**src/sv/gbi_pkg.sv**
```systemverilog
// Shared types and constants of the grid bilinear interpolator.
package gbi_pkg;

  localparam int VW      = 32;
  localparam int MAX_X   = 64;
  localparam int MAX_Y   = 64;
  localparam int XAW     = $clog2(MAX_X);
  localparam int YAW     = $clog2(MAX_Y);
  localparam int ZAW     = XAW + YAW;
  localparam int PTS_W   = 7;
  localparam int FW      = 17;
  localparam int QW      = 16;
  localparam int DW      = VW + 2;
  localparam int ACC_W   = 50;

  typedef enum logic [1:0] {
    KIND_LOAD_X = 2'd0,
    KIND_LOAD_Y = 2'd1,
    KIND_LOAD_Z = 2'd2,
    KIND_QUERY  = 2'd3
  } kind_t;

  localparam logic CFG_X_POINTS = 1'b0;
  localparam logic CFG_Y_POINTS = 1'b1;

  typedef struct packed {
    kind_t                kind;
    logic [5:0]           grid_index;
    logic [5:0]           table_row;
    logic [5:0]           table_col;
    logic signed [VW-1:0] load_value;
    logic signed [VW-1:0] query_x;
    logic signed [VW-1:0] query_y;
  } item_t;

  function automatic logic [PTS_W-1:0] clamp_points(input logic [PTS_W-1:0] n,
                                                    input logic [PTS_W-1:0] mx);
    logic [PTS_W-1:0] r;
    r = n;
    if (n < PTS_W'(2)) r = PTS_W'(2);
    else if (n > mx) r = mx;
    return r;
  endfunction

endpackage

```
**src/sv/gbi_front.sv**
```systemverilog
// Front end: accepts items and holds them in a short queue for the back end.
module gbi_front (
  input  logic                       clk,
  input  logic                       rst,
  input  logic                       start,
  input  logic [1:0]                 kind,
  input  logic [5:0]                 grid_index,
  input  logic [5:0]                 table_row,
  input  logic [5:0]                 table_col,
  input  logic signed [31:0]         load_value,
  input  logic signed [31:0]         query_x,
  input  logic signed [31:0]         query_y,
  output logic                       busy,
  output gbi_pkg::item_t             head,
  output logic                       head_valid,
  input  logic                       pop
);
  import gbi_pkg::*;

  localparam int QD  = 4;
  localparam int QAW = $clog2(QD);

  item_t            queue [QD];
  logic [QAW-1:0]   wr_ptr;
  logic [QAW-1:0]   rd_ptr;
  logic [QAW:0]     count;
  logic             push;
  item_t            item_in;

  assign busy       = (count == (QAW+1)'(QD));
  assign push       = start && !busy;
  assign head_valid = (count != '0);
  assign head       = queue[rd_ptr];

  always_comb begin
    item_in.kind       = kind_t'(kind);
    item_in.grid_index = grid_index;
    item_in.table_row  = table_row;
    item_in.table_col  = table_col;
    item_in.load_value = load_value;
    item_in.query_x    = query_x;
    item_in.query_y    = query_y;
  end

  always_ff @(posedge clk) begin
    if (push) queue[wr_ptr] <= item_in;
  end

  always_ff @(posedge clk) begin
    if (rst) begin
      wr_ptr <= '0;
      rd_ptr <= '0;
      count  <= '0;
    end else begin
      if (push) wr_ptr <= wr_ptr + QAW'(1);
      if (pop)  rd_ptr <= rd_ptr + QAW'(1);
      case ({push, pop})
        2'b10:   count <= count + (QAW+1)'(1);
        2'b01:   count <= count - (QAW+1)'(1);
        default: count <= count;
      endcase
    end
  end

endmodule

```
**config.mk**
```make
export PLATFORM = sky130hd
export DESIGN_NAME = gbi_front
export DESIGN_NICKNAME = d
export VERILOG_FILES = /design/src/sv/gbi_pkg.sv /design/src/sv/gbi_front.sv
export SDC_FILE = /design/constraint.sdc
export NUM_CORES = 1
export LEC_CHECK = 0
export CAP_MARGIN = 30
export CORE_MARGIN = 3
export CORE_UTILIZATION = 37
export CTS_CLUSTER_DIAMETER = 50
export CTS_CLUSTER_SIZE = 25
export DETAILED_ROUTE_END_ITERATION = 7
export DONT_BUFFER_PORTS = 1
export GPL_ROUTABILITY_DRIVEN = 0
export SLEW_MARGIN = 20
export SYNTH_ARGS = -nofsm -noshare
export SYNTH_HDL_FRONTEND = slang
export SYNTH_SLANG_ARGS = --single-unit
```
**constraint.sdc**
```tcl
create_clock -name clk -period 4.7 [get_ports clk]
set_clock_uncertainty 0.15 [all_clocks]
set_input_delay 0.235 -clock clk [delete_from_list [all_inputs] [get_ports clk]]
set_output_delay 0.235 -clock clk [all_outputs]
set_load 0.1 [all_outputs]
```
==> flow_metrics.tcl <==
set metrics [dict create \
    nNetsFinal 932 \
    grt_max_degree 66 \
    antenna_left 0 \
    detail_route.wl_per_cell_um 23.39 \
    timing.final.crit_share_pct 66.45 \
    antenna_found_initial 6 \
    hp-class "in -> reg" \
    yosys_most_used_dff "edfxtp_1" \
    avgViaCountPerCell 5.059 \
    syn-cell-area_um2 17160 \
    grt-ovfl-total 0 \
    max_slew_margin_pct 36.37 \
    period_minus_slack_ns 3.123 \
    port-buffer-count 0 \
    synthArstFlopShare_pct 0 \
    clock_tree.root_cell "clkbuf_16" \
    switching_share_pct 33.68 \
    die_area_um2 49000 \
    synth_top_cell_by_area "edfxtp_1" \
    outcome "complete, no violations" \
    ioPinCount 238 \
    powerDensity_nw_per_um2 529.9 \
    p_sw_mw 3.713 \
    cts_tree "yes" \
    grt_pass1_vias 7925 \
    first_pass_iters 4 \
    power.leakage_nw 6.475 \
    setup_viol 0 \
    totalWireLength_um 33880 \
    synth_cell_type_count 20 \
    intPower_mw 7.311 \
    rows 78 \
    grt_pass1_wl_um 51000 \
    crit_buf_inv 1 \
    hold_viol 0 \
    slew_viol_final 0 \
    drive_gt1_share_pct 25.30 \
    multi_input_area_um2 2880 \
    rsz0062_at_grt "false" \
    synth_edf_count 464 \
    fmax_ghz 0.3202 \
    seq_area_um2 14120 \
    crit_type "reg -> out" \
    drv_cap 0 \
    area_growth_pct 21.22 \
    cp.required_ns 4.32 \
    dp_cells 1239 \
    route.detailed.drc 0 \
    whs_ns 0.2139 \
    fin_ws_ns 1.577 \
    ys_ff_latch 473 \
    critPathArrivalTime_ns 2.74 \
    path_clk_slew_ns 0.08 \
    cp_top_family "flip-flops" \
    place_ws_ns 1.650 \
    design_area_um2 20800 \
    core_area_um2 45580 \
    cpPeakStageDelay_ns 0.91 \
    synthesis.instances 657 \
    synth_seq_area_share_pct 82.24 \
    stdcell_count 1448 \
    path_cells "buf_12 > mux4_2" \
    fin_setup_tns_ns 0 \
    critical_path.max_fanout 60 \
    p_seq_share_pct 45.4 \
    cts_max_level 2 \
    start_kind "register" \
    cts_sinks 473 \
    postCtsSetupBuffers 0 \
    synth_nets 783 \
    grt_usage_pct 13.66 \
    power.total_mw 11.02 \
    numCtsBuffers 44 \
    die_h_um 221.4 \
    slowest_stage "dfxtp_4" \
    yosys_warnings 0 \
    fillCellCount 3687 \
    syn_area_per_cell_um2 26.12 \
    synth.area.top_cells "edfxtp_1, mux4_2, dfxtp_1, buf_6, buf_2" \
    tightest_slew_ns 0.9563 \
    ctsLongestPathBuffers 3 \
    irDropWorstVdd_mv 0.3844 \
    comb_power_share_pct 19.9 \
    initial_core_util_pct 37.65 \
    postLayoutCoreUtil_pct 45.65 \
    end_kind "output pin" \
    dr.first_iter.drc_count 475 \
    die_x_um 221.4 \
    hpwl_um 20220 \
    dpl_cell_area_um2 17950 \
    vias 7325 \
    clk_latency_ns 0.57 \
    yosys.area.top_type_share_pct 81.19 \
    p_clk_share_pct 34.8 \
]
[state kept, by name (all words and copies together) (netlist names), named ones only]
name,count
queue,464
count,3
wr_ptr,2
rd_ptr,2
[routing by layer]
metal  vias to the layer above  GRT usage, %  wire length, um
met5                         -             0               11
met4                         2         3.635              645
met3                        48         5.214             3094
met2                       291         22.27            16830
met1                      3830         17.31            13290
li1                       3154             -                -
[cells in the mapped netlist (3+ instances only)]
| cell | number |
|---|---|
| dfxtp_1 | 9 |
| edfxtp_1 | 464 |
| buf_2 | 13 |
| and2_1 | 4 |
| mux4_2 | 116 |
| clkbuf_1 | 8 |
| nor2_1 | 7 |
| or3_1 | 3 |
| buf_6 | 6 |
| xor2_1 | 3 |
| ha_1 | 5 |
| inv_1 | 7 |
| a21oi_1 | 3 |
[worst paths after layout]
kind / endpoint / slack [ns] / startpoint / cells past startpoint
setup reg to reg: queue[3][1] / 1.62 / count[0] / 5
setup / recovery: head[25] / 1.58 / register / 2
hold / removal: queue[3][49] / 0.21 / query_x[17] / 1
hold reg to reg: wr_ptr[1] / 0.38 / wr_ptr[1] / 2
[placed cells by master, fill, tap and decap left out]
cell,count
bufinv_16,2
nor3b_4,1
dfxtp_1,7
clkinv_8,5
ha_1,5
clkinv_4,4
dlygate4sd3_1,120
clkinvlp_4,2
mux2i_1,1
dfxtp_4,2
and2_4,4
clkinv_2,2
buf_12,8
nand2b_1,2
inv_1,7
inv_16,8
mux4_2,116
clkinv_1,2
buf_4,1
inv_6,5
fa_1,1
or3_1,3
a21oi_1,3
nand2_1,1
buf_16,1
xnor2_1,1
clkbuf_16,44
inv_12,2
inv_8,6
diode_2,6
edfxtp_1,464
nor2_1,7
xor2_1,3
o21ai_0,2
[cell type report]
| class | instances | share of cell area [%] |
|---|---|---|
| clock buffers | 44 | 5.293 |
| clock inverters | 38 | 2.466 |
| diodes | 6 | 0.07217 |
| well taps | 600 | 3.609 |
| flip-flops and latches | 473 | 67.88 |
| repair buffers | 130 | 6.712 |
| multi-input cells | 150 | 13.84 |
| inverters | 7 | 0.1263 |
[power by group through the flow]
stage	clock network, mW	registers (mW)	logic [mW]
finish	3.83	5.00	2.19
global placement	0	5.10	2.05
CTS	3.95	5.02	2.20
detailed placement	0	5.12	2.07
floorplan	0	5.07	1.89
global route	4.12	5.03	2.26
[logic make-up (layout without fill, tap and decap cells)]
logic type | Yosys count | in the layout | share of synthesized area [%]
buffers and inverters | 34 | 219 | 1.101
other | 0 | 6 | 0
AND/OR/NAND/NOR | 18 | 18 | 0.5468
flip-flops | 473 | 473 | 82.24
XOR/XNOR | 4 | 4 | 0.2042
AO/OA/AOI/OAI | 5 | 5 | 0.1458
multiplexers | 117 | 117 | 15.28
adder cells (fa/ha/maj) | 6 | 6 | 0.4812
[what timing repair did]
action	in CTS	in global routing
hold endpoints to repair	473	0
hold buffers	120	0
gates resized for setup	0	0
(Power assumes the default switching activity.)
